===== config.mk =====
export PLATFORM = sky130hd
export DESIGN_NAME = enclosing_brace_block_finder
export DESIGN_NICKNAME = d
export VERILOG_FILES = /design/src/hdl/ebf_pkg.sv /design/src/hdl/enclosing_brace_block_finder.sv /design/src/hdl/ebf_cell.sv
export SDC_FILE = /design/constraint.sdc
export NUM_CORES = 2
export LEC_CHECK = 0
export ABC_CLOCK_PERIOD_IN_PS = 103100
export BUFFER_PORTS_ARGS = -buffer_cell sky130_fd_sc_hd__buf_2
export CORE_MARGIN = 3
export CORE_UTILIZATION = 40
export CTS_CLUSTER_SIZE = 10
export DETAILED_ROUTE_END_ITERATION = 8
export GPL_TIMING_DRIVEN = 0
export PLACE_DENSITY = 0.58
export RECOVER_POWER = 50
export SYNTH_ARGS = -nofsm -noshare
export SYNTH_HDL_FRONTEND = slang
export SYNTH_SLANG_ARGS = --single-unit

===== constraint.sdc =====
create_clock -name clk_i -period 103.1 [get_ports clk_i]
set_input_delay 5.155 -clock clk_i [delete_from_list [all_inputs] [get_ports clk_i]]
set_output_delay 5.155 -clock clk_i [all_outputs]
set_load 0.01 [all_outputs]

===== src/hdl/ebf_pkg.sv =====
// Package for the enclosing brace block finder.
// Holds the sizing constants, brace codes and the request, result and stack-op types.
// No dependencies; every other file in hdl/ imports it.
package ebf_pkg;

  // Sizing of the open-brace stack and of the byte position counter
  localparam int STACK_DEPTH   = 64;
  localparam int POSITION_BITS = 24;
  localparam int PosW          = POSITION_BITS + 1;
  localparam int CountW        = $clog2(STACK_DEPTH + 1);

  localparam logic [CountW-1:0] DepthCount = CountW'(STACK_DEPTH);
  localparam logic [PosW-1:0]   PosLimit   = PosW'(1) << POSITION_BITS;

  // Brace characters
  localparam logic [7:0] OPEN_CH  = 8'h7B;
  localparam logic [7:0] CLOSE_CH = 8'h7D;

  // One text byte request
  typedef struct packed {
    logic [7:0] text_byte;
    logic       protected_byte;
    logic       last_byte;
  } req_t;

  // One scan result
  typedef struct packed {
    logic                     block_found;
    logic [POSITION_BITS-1:0] block_start;
    logic [PosW-1:0]          block_end;
    logic                     overflow;
  } res_t;

  // Stack operation broadcast to every cell of the chain
  typedef struct packed {
    logic push;
    logic pop;
  } stack_op_t;

endpackage


===== src/hdl/enclosing_brace_block_finder.sv =====
// Enclosing brace block finder: one text byte per cycle, back to back.
// A byte is handled in the cycle it is accepted; the result of the last byte
// sits in the output register from the next cycle until it is taken.
// The stack is a chain of STACK_DEPTH cells, pushed and popped at cell 0 only.
// Reset clears the cursor register and all scan state but the stack cells at once; no clearing pass.
// Input stalls only for a last byte while an earlier result is held and its output is stalled.
module enclosing_brace_block_finder (
  input  logic                    clk_i,
  input  logic                    rst_ni,
  input  logic                    cfg_we_i,
  input  logic [ebf_pkg::PosW-1:0] cfg_wdata_i,
  input  logic                    in_valid_i,
  output logic                    in_stall_o,
  input  ebf_pkg::req_t           in_req_i,
  output logic                    out_valid_o,
  input  logic                    out_stall_i,
  output ebf_pkg::res_t           out_res_o
);
  import ebf_pkg::*;

  logic [PosW-1:0]          cursor_q;
  logic [PosW-1:0]          pos_q, pos_d;
  logic [CountW-1:0]        count_q, count_d;
  logic                     seen_q, seen_d;
  logic [POSITION_BITS-1:0] start_q, start_d;
  logic [PosW-1:0]          end_q, end_d;
  logic                     ovf_q, ovf_d;
  logic                     out_valid_q, out_valid_d;
  res_t                     out_res_q;

  // Values after this byte, before the end-of-text clear
  logic [PosW-1:0]          pos_n;
  logic [CountW-1:0]        count_n;
  logic                     seen_n;
  logic [POSITION_BITS-1:0] start_n;
  logic [PosW-1:0]          end_n;
  logic                     ovf_n;

  logic                     in_acc;
  logic                     is_open;
  logic                     is_close;
  logic [PosW-1:0]          pos_inc;
  logic [POSITION_BITS-1:0] top;
  stack_op_t                op;
  res_t                     res;

  logic [POSITION_BITS-1:0] cell_data [STACK_DEPTH];

  // Handshake: a last byte waits while the held result cannot leave
  assign in_stall_o = out_valid_q & out_stall_i & in_req_i.last_byte;
  assign in_acc     = in_valid_i & ~in_stall_o;

  assign is_open  = ~in_req_i.protected_byte & (in_req_i.text_byte == OPEN_CH);
  assign is_close = ~in_req_i.protected_byte & (in_req_i.text_byte == CLOSE_CH);
  assign pos_inc  = pos_q + PosW'(1);
  assign top      = cell_data[0];

  // Cursor register
  always_ff @(posedge clk_i or negedge rst_ni) begin
    if (!rst_ni) begin
      cursor_q <= '0;
    end else if (cfg_we_i) begin
      cursor_q <= cfg_wdata_i;
    end
  end

  // Scan step: advance position, push or pop, record a matching pair around the cursor, flag overflow
  always_comb begin
    pos_n   = pos_q;
    count_n = count_q;
    seen_n  = seen_q;
    start_n = start_q;
    end_n   = end_q;
    ovf_n   = ovf_q;
    op      = '0;
    if (in_acc) begin
      if (pos_q[POSITION_BITS]) begin
        ovf_n = 1'b1;
      end else begin
        pos_n = pos_inc;
        if (is_open) begin
          if (count_q != DepthCount) begin
            op.push = 1'b1;
            count_n = count_q + CountW'(1);
          end else begin
            ovf_n = 1'b1;
          end
        end else if (is_close && (count_q != '0)) begin
          op.pop  = 1'b1;
          count_n = count_q - CountW'(1);
          if ((PosW'(top) <= cursor_q) && (cursor_q <= pos_inc)) begin
            seen_n  = 1'b1;
            start_n = top;
            end_n   = pos_inc;
          end
        end
      end
    end
  end

  // Result of the text as it stands after this byte
  always_comb begin
    res.block_found = seen_n & ~ovf_n;
    res.block_start = res.block_found ? start_n : '0;
    res.block_end   = res.block_found ? end_n : '0;
    res.overflow    = ovf_n;
  end

  // Clear the scan state after the last byte
  always_comb begin
    if (in_acc && in_req_i.last_byte) begin
      pos_d   = '0;
      count_d = '0;
      seen_d  = 1'b0;
      start_d = '0;
      end_d   = '0;
      ovf_d   = 1'b0;
    end else begin
      pos_d   = pos_n;
      count_d = count_n;
      seen_d  = seen_n;
      start_d = start_n;
      end_d   = end_n;
      ovf_d   = ovf_n;
    end
  end

  always_ff @(posedge clk_i or negedge rst_ni) begin
    if (!rst_ni) begin
      pos_q   <= '0;
      count_q <= '0;
      seen_q  <= 1'b0;
      start_q <= '0;
      end_q   <= '0;
      ovf_q   <= 1'b0;
    end else begin
      pos_q   <= pos_d;
      count_q <= count_d;
      seen_q  <= seen_d;
      start_q <= start_d;
      end_q   <= end_d;
      ovf_q   <= ovf_d;
    end
  end

  // Stack: chain of cells, top of stack in cell 0
  for (genvar i = 0; i < STACK_DEPTH; i++) begin : g_cell
    logic [POSITION_BITS-1:0] above;
    logic [POSITION_BITS-1:0] below;
    if (i == 0) begin : g_first
      assign above = pos_q[POSITION_BITS-1:0];
    end else begin : g_mid
      assign above = cell_data[i-1];
    end
    if (i == STACK_DEPTH - 1) begin : g_last
      assign below = cell_data[i];
    end else begin : g_inner
      assign below = cell_data[i+1];
    end
    ebf_cell u_cell (
      .clk_i   (clk_i),
      .op_i    (op),
      .above_i (above),
      .below_i (below),
      .data_o  (cell_data[i])
    );
  end

  // Output register: load on the last byte, drop once taken
  always_comb begin
    out_valid_d = out_valid_q & out_stall_i;
    if (in_acc && in_req_i.last_byte) begin
      out_valid_d = 1'b1;
    end
  end

  always_ff @(posedge clk_i or negedge rst_ni) begin
    if (!rst_ni) begin
      out_valid_q <= 1'b0;
    end else begin
      out_valid_q <= out_valid_d;
    end
  end

  always_ff @(posedge clk_i) begin
    if (in_acc && in_req_i.last_byte) begin
      out_res_q <= res;
    end
  end

  assign out_valid_o = out_valid_q;
  assign out_res_o   = out_res_q;

`ifndef SYNTHESIS
  a_count_bound: assert property (@(posedge clk_i) disable iff (!rst_ni)
    count_q <= DepthCount)
    else $error("stack count above depth");

  a_pos_bound: assert property (@(posedge clk_i) disable iff (!rst_ni)
    pos_q <= PosLimit)
    else $error("byte position above limit");

  a_found_no_ovf: assert property (@(posedge clk_i) disable iff (!rst_ni)
    out_valid_o |-> !(out_res_o.block_found && out_res_o.overflow))
    else $error("found reported together with overflow");

  a_clear_after_last: assert property (@(posedge clk_i) disable iff (!rst_ni)
    (in_acc && in_req_i.last_byte) |=>
      (out_valid_q && (pos_q == '0) && (count_q == '0) && !ovf_q && !seen_q))
    else $error("scan state not cleared after last byte");
`endif

endmodule


===== src/hdl/ebf_cell.sv =====
// One cell of the shifting open-brace stack.
// Holds one brace position; takes it from the cell above on a push and from
// the cell below on a pop. Depends on ebf_pkg.
module ebf_cell (
  input  logic                             clk_i,
  input  ebf_pkg::stack_op_t               op_i,
  input  logic [ebf_pkg::POSITION_BITS-1:0] above_i,
  input  logic [ebf_pkg::POSITION_BITS-1:0] below_i,
  output logic [ebf_pkg::POSITION_BITS-1:0] data_o
);
  import ebf_pkg::*;

  logic [POSITION_BITS-1:0] data_q;

  // Shift down on push, up on pop, hold otherwise
  always_ff @(posedge clk_i) begin
    if (op_i.push) begin
      data_q <= above_i;
    end else if (op_i.pop) begin
      data_q <= below_i;
    end
  end

  assign data_o = data_q;

endmodule

==> impl_metrics.prom <==
# TYPE chip_impl_metric gauge
chip_impl_metric{name="critical_path.max_fanout",unit=""} 35
chip_impl_metric{name="post_detailed_route_count_of_antenna_violating_nets",unit=""} 0
chip_impl_metric{name="viasPerCell",unit=""} 4.878
chip_impl_metric{name="syn_nets",unit=""} 7358
chip_impl_metric{name="initialDrtViolationCount",unit=""} 3609
chip_impl_metric{name="total_iterations_of_the_first_detailed_routing_run",unit=""} 5
chip_impl_metric{name="synthesis.area_per_instance",unit="sq um"} 10.10
chip_impl_info{name="layout_commonest_cell",value="sky130_fd_sc_hd__nand2_1"} 1
chip_impl_metric{name="syn_inst",unit=""} 7261
chip_impl_metric{name="die-area",unit="sq um"} 188500
chip_impl_info{name="clockRootBuffer",value="sky130_fd_sc_hd__clkbuf_16"} 1
chip_impl_metric{name="port_buffers",unit=""} 91
chip_impl_metric{name="die_y",unit="microns"} 434.1
chip_impl_metric{name="switching_power",unit="mW"} 0.2728
chip_impl_metric{name="max_clock_freq",unit="MHz"} 68.51
chip_impl_metric{name="cts_made_buffers",unit=""} 190
chip_impl_metric{name="switching_share",unit="%"} 20.03
chip_impl_metric{name="drt-total-wl",unit="microns"} 167100
chip_impl_metric{name="synth_cell_type_count",unit=""} 58
chip_impl_info{name="critPathKind",value="in2reg"} 1
chip_impl_metric{name="finalMaxSlewViolations",unit=""} 1111
chip_impl_metric{name="max-slew-margin-rel",unit="%"} -194.9
chip_impl_metric{name="avgRoutedWirePerCell",unit="microns"} 16.63
chip_impl_metric{name="power_leakage",unit="nW"} 34.34
chip_impl_info{name="critPathSlowestCell",value="sky130_fd_sc_hd__clkbuf_1"} 1
chip_impl_info{name="rsz_0062_raised_after_global_routing",value="false"} 1
chip_impl_metric{name="final_layout_net_count",unit=""} 7696
chip_impl_metric{name="share_seq_of_total_power",unit="%"} 54.8
chip_impl_info{name="startpoint_type",value="input port"} 1
chip_impl_metric{name="layout_worst_path_cycle_share",unit="%"} 14.16
chip_impl_info{name="yosys.area.top_type",value="sky130_fd_sc_hd__edfxtp_1"} 1
chip_impl_metric{name="drive_above_1_share",unit="%"} 5.315
chip_impl_metric{name="num_io_pins",unit=""} 93
chip_impl_metric{name="power",unit="mW"} 1.362
chip_impl_metric{name="drt_drc_violations_left",unit=""} 0
chip_impl_metric{name="detailedPlacementHpwl",unit="microns"} 122600
chip_impl_metric{name="syn_warnings",unit=""} 0
chip_impl_metric{name="die_x",unit="microns"} 434.1
chip_impl_metric{name="p_per_area",unit="nW/um^2"} 16.56
chip_impl_metric{name="cp_data_required_time",unit="ps"} 103580
chip_impl_metric{name="fin_skew",unit="ps"} 27.27
chip_impl_info{name="layout.cells.most_common_list",value="4626 x sky130_fd_sc_hd__nand2_1, 1587 x sky130_fd_sc_hd__edfxtp_1, 405 x sky130_fd_sc_hd__clkbuf_1"} 1
chip_impl_metric{name="grt_pass1_wl",unit="microns"} 269700
chip_impl_metric{name="final_cells",unit=""} 10050
chip_impl_metric{name="final_core_utilization",unit="%"} 45.31
chip_impl_metric{name="buffer_and_inverter_count_on_the_worst_path",unit=""} 11
chip_impl_metric{name="grt_use_total",unit="%"} 17.76
chip_impl_metric{name="synth_top_area_share",unit="%"} 65.00
chip_impl_metric{name="n_fill_cell",unit=""} 17550
chip_impl_metric{name="clock_power_share",unit="%"} 44.3
chip_impl_metric{name="maximum_number_of_pins_on_one_net_before_global_route_repair",unit=""} 78
chip_impl_metric{name="synth.yosys.seq_area_share",unit="%"} 68.72
chip_impl_metric{name="area.growth.synth_to_final",unit="%"} 12.19
chip_impl_metric{name="cts_hold_repair.buffers",unit=""} 0
chip_impl_metric{name="timing_worst_slew_pin_value",unit="ps"} 4424
chip_impl_metric{name="power_report.internal_total",unit="mW"} 1.089
chip_impl_metric{name="syn_area",unit="sq um"} 73310
chip_impl_metric{name="insertion_delay",unit="ps"} 800
chip_impl_metric{name="asr_flop_ratio_synth",unit="%"} 6.427
chip_impl_metric{name="via_count",unit=""} 49020
chip_impl_metric{name="gpl.final_weighted_congestion",unit=""} 0.8222
chip_impl_metric{name="cap_viol_max_count",unit=""} 33
chip_impl_info{name="hold_path_class",value="reg2reg"} 1
chip_impl_metric{name="cts_resized",unit=""} 0
chip_impl_metric{name="first_global_vias",unit=""} 50300
chip_impl_metric{name="setup_viol_count_final",unit=""} 0
chip_impl_metric{name="power_frac_comb",unit="%"} 1.0
chip_impl_metric{name="clkSinkCount",unit=""} 1696
chip_impl_metric{name="layout_setup_ws",unit="ps"} 88500
chip_impl_metric{name="number_of_synthesized_flops_with_an_enable_pin",unit=""} 1587
chip_impl_info{name="worstPathCellList",value="buf_2 > nand4b_1 > or3_1 > nor3_1 > nor2b_1 > clkbuf_1 > clkbuf_1 > clkbuf_1 > clkbuf_1 > clkbuf_1 > clkbuf_1 > clkbuf_1 > buf_16 > buf_12 > buf_12"} 1
chip_impl_metric{name="synth-seq-cells",unit=""} 1696
chip_impl_info{name="cp_common_cell",value="sky130_fd_sc_hd__clkbuf_1"} 1
chip_impl_metric{name="placementRows",unit=""} 156
chip_impl_metric{name="critPathArrivalTime",unit="ps"} 15070
chip_impl_info{name="run_status",value="complete, but fails checks"} 1
chip_impl_metric{name="fin_setup_tns",unit="ps"} 0
chip_impl_metric{name="crit_path_max_incr_delay",unit="ps"} 1320
chip_impl_info{name="yosys-top-cells-area",value="sky130_fd_sc_hd__edfxtp_1 65%, sky130_fd_sc_hd__nand2_1 24%, sky130_fd_sc_hd__dfrtp_1 3.7%"} 1
chip_impl_metric{name="clock_tree.buffer_depth",unit=""} 3
chip_impl_metric{name="fp.coreArea",unit="sq um"} 181500
chip_impl_metric{name="number_of_antenna_violations_at_the_first_check_in_global_routing",unit=""} 2
chip_impl_metric{name="level_count_of_the_clock_h_tree",unit=""} 4
chip_impl_metric{name="clk_pin_slew_worst_paths",unit="ps"} 60
chip_impl_metric{name="period_minus_slack",unit="ps"} 14600
chip_impl_info{name="timing.critical_path.max_delay_family",value="buffers and inverters"} 1
chip_impl_metric{name="ir_drop",unit="mV"} 0.01290
chip_impl_metric{name="initial_utilization",unit="%"} 40.39
chip_impl_info{name="violations_in_the_final_reports",value="max-capacitance violations, max-slew violations"} 1
chip_impl_metric{name="dp.cells",unit=""} 9777
chip_impl_metric{name="post_cts_setup_buffers",unit=""} 0
chip_impl_metric{name="hold_violations",unit=""} 0
chip_impl_info{name="cts_tree",value="done"} 1
chip_impl_metric{name="grt_overflow",unit=""} 0
chip_impl_info{name="setup.worst_path.end_class",value="flip-flop"} 1
chip_impl_metric{name="dp_slack",unit="ps"} 92290
chip_impl_info{name="top_ff_cell_synth",value="sky130_fd_sc_hd__edfxtp_1"} 1
==> layout make-up <==
class / instances / area, sq um / area share (%)
sequential: 1696 / 50380 / 61.26
multi-input combinational: 5120 / 20880 / 25.39
clock buffer: 255 / 5094 / 6.193
tap: 2370 / 2965 / 3.605
buffer: 380 / 1632 / 1.984
timing repair buffer: 146 / 868.3 / 1.056
inverter: 65 / 245.2 / 0.2982
clock inverter: 14 / 178.9 / 0.2175
antenna: 2 / 5.005 / 0.006085
==> layer usage <==
| layer | wire [microns] | vias to the layer above | global-route usage [%] |
|---|---|---|---|
| met5 | 15 | - | 0 |
| met3 | 6236 | 241 | 2.783 |
| met4 | 3627 | 2 | 4.692 |
| met2 | 81080 | 784 | 29.94 |
| met1 | 76170 | 23700 | 23.91 |
| li1 | - | 24290 | - |
==> state kept, by name, indices dropped and copies added, names as in the netlist <==
register and cells:
g_cell.u_cell.data_o 1536, out_res_o 51, cursor_q 25, end_q 25, pos_q 25, start_q 24
count_q 7, out_valid_o 1, ovf_q 1, seen_q 1
==> cell usage after synthesis (3+ instances only) <==
library cell / number
sky130_fd_sc_hd__nand2_1: 4626
sky130_fd_sc_hd__edfxtp_1: 1587
sky130_fd_sc_hd__clkbuf_1: 218
sky130_fd_sc_hd__buf_2: 147
sky130_fd_sc_hd__dfrtp_1: 109
sky130_fd_sc_hd__o21ai_0: 89
sky130_fd_sc_hd__nor2_1: 66
sky130_fd_sc_hd__inv_1: 63
sky130_fd_sc_hd__ha_1: 56
sky130_fd_sc_hd__nand3_1: 53
sky130_fd_sc_hd__mux2i_1: 50
sky130_fd_sc_hd__o31ai_2: 26
sky130_fd_sc_hd__a21oi_1: 20
sky130_fd_sc_hd__and2_1: 15
sky130_fd_sc_hd__xnor2_1: 14
sky130_fd_sc_hd__xor2_1: 12
sky130_fd_sc_hd__nand3_2: 10
sky130_fd_sc_hd__nand4_1: 10
sky130_fd_sc_hd__buf_6: 9
sky130_fd_sc_hd__and3_1: 6
sky130_fd_sc_hd__and4_1: 6
sky130_fd_sc_hd__nor3_1: 6
sky130_fd_sc_hd__a21o_1: 5
sky130_fd_sc_hd__nand2b_1: 4
sky130_fd_sc_hd__nor2b_1: 4
sky130_fd_sc_hd__o31ai_1: 4
sky130_fd_sc_hd__buf_1: 3
sky130_fd_sc_hd__buf_4: 3
sky130_fd_sc_hd__nor4_1: 3
==> per-stage QoR <==
stage	hold slack, ps	instance area [sq um]
2_1_floorplan	426.2	73310
3_3_place_gp	432.4	76730
3_5_place_dp	436.7	77920
4_1_cts	451.1	83190
5_1_grt	458.3	82250
6_report	449.7	82250
==> power by group through the flow <==
stage	Sequential, mW	Clock, mW	Combinational, mW
after floorplan	0.761	0	0.00742
after global placement	0.762	0	0.0129
after detailed placement	0.760	0	0.0136
after CTS	0.746	0.618	0.0137
after global routing	0.746	0.644	0.0150
final	0.746	0.603	0.0130
==> cells by family (layout without fill, tap and decap cells) <==
family | Yosys count | after routing | synth area share (%)
compound gates | 166 | 166 | 1.519
xor+xnor | 26 | 26 | 0.3106
fa+ha+maj | 57 | 57 | 0.9830
buf+inv | 445 | 860 | 2.638
flops | 1696 | 1696 | 68.72
mux | 52 | 52 | 0.7185
other cells | 0 | 2 | 0
simple gates | 4819 | 4819 | 25.11
==> final timing paths <==
check	startpoint	to	slack, ps	depth (start not counted)
max in group asynchronous	rst_ni	pos_q[11]	93130	2
setup reg to reg	count_q[0]	g_cell[9].u_cell.data_o[18]	92810	14
setup / recovery	in_req_i[9]	g_cell[9].u_cell.data_o[18]	88500	15
hold reg to reg	g_cell[62].u_cell.data_o[0]	g_cell[63].u_cell.data_o[0]	450	0
hold / removal	g_cell[62].u_cell.data_o[0]	g_cell[63].u_cell.data_o[0]	450	0
min in group asynchronous	rst_ni	cursor_q[24]	4910	1
Power figures use the tool's default switching activity.
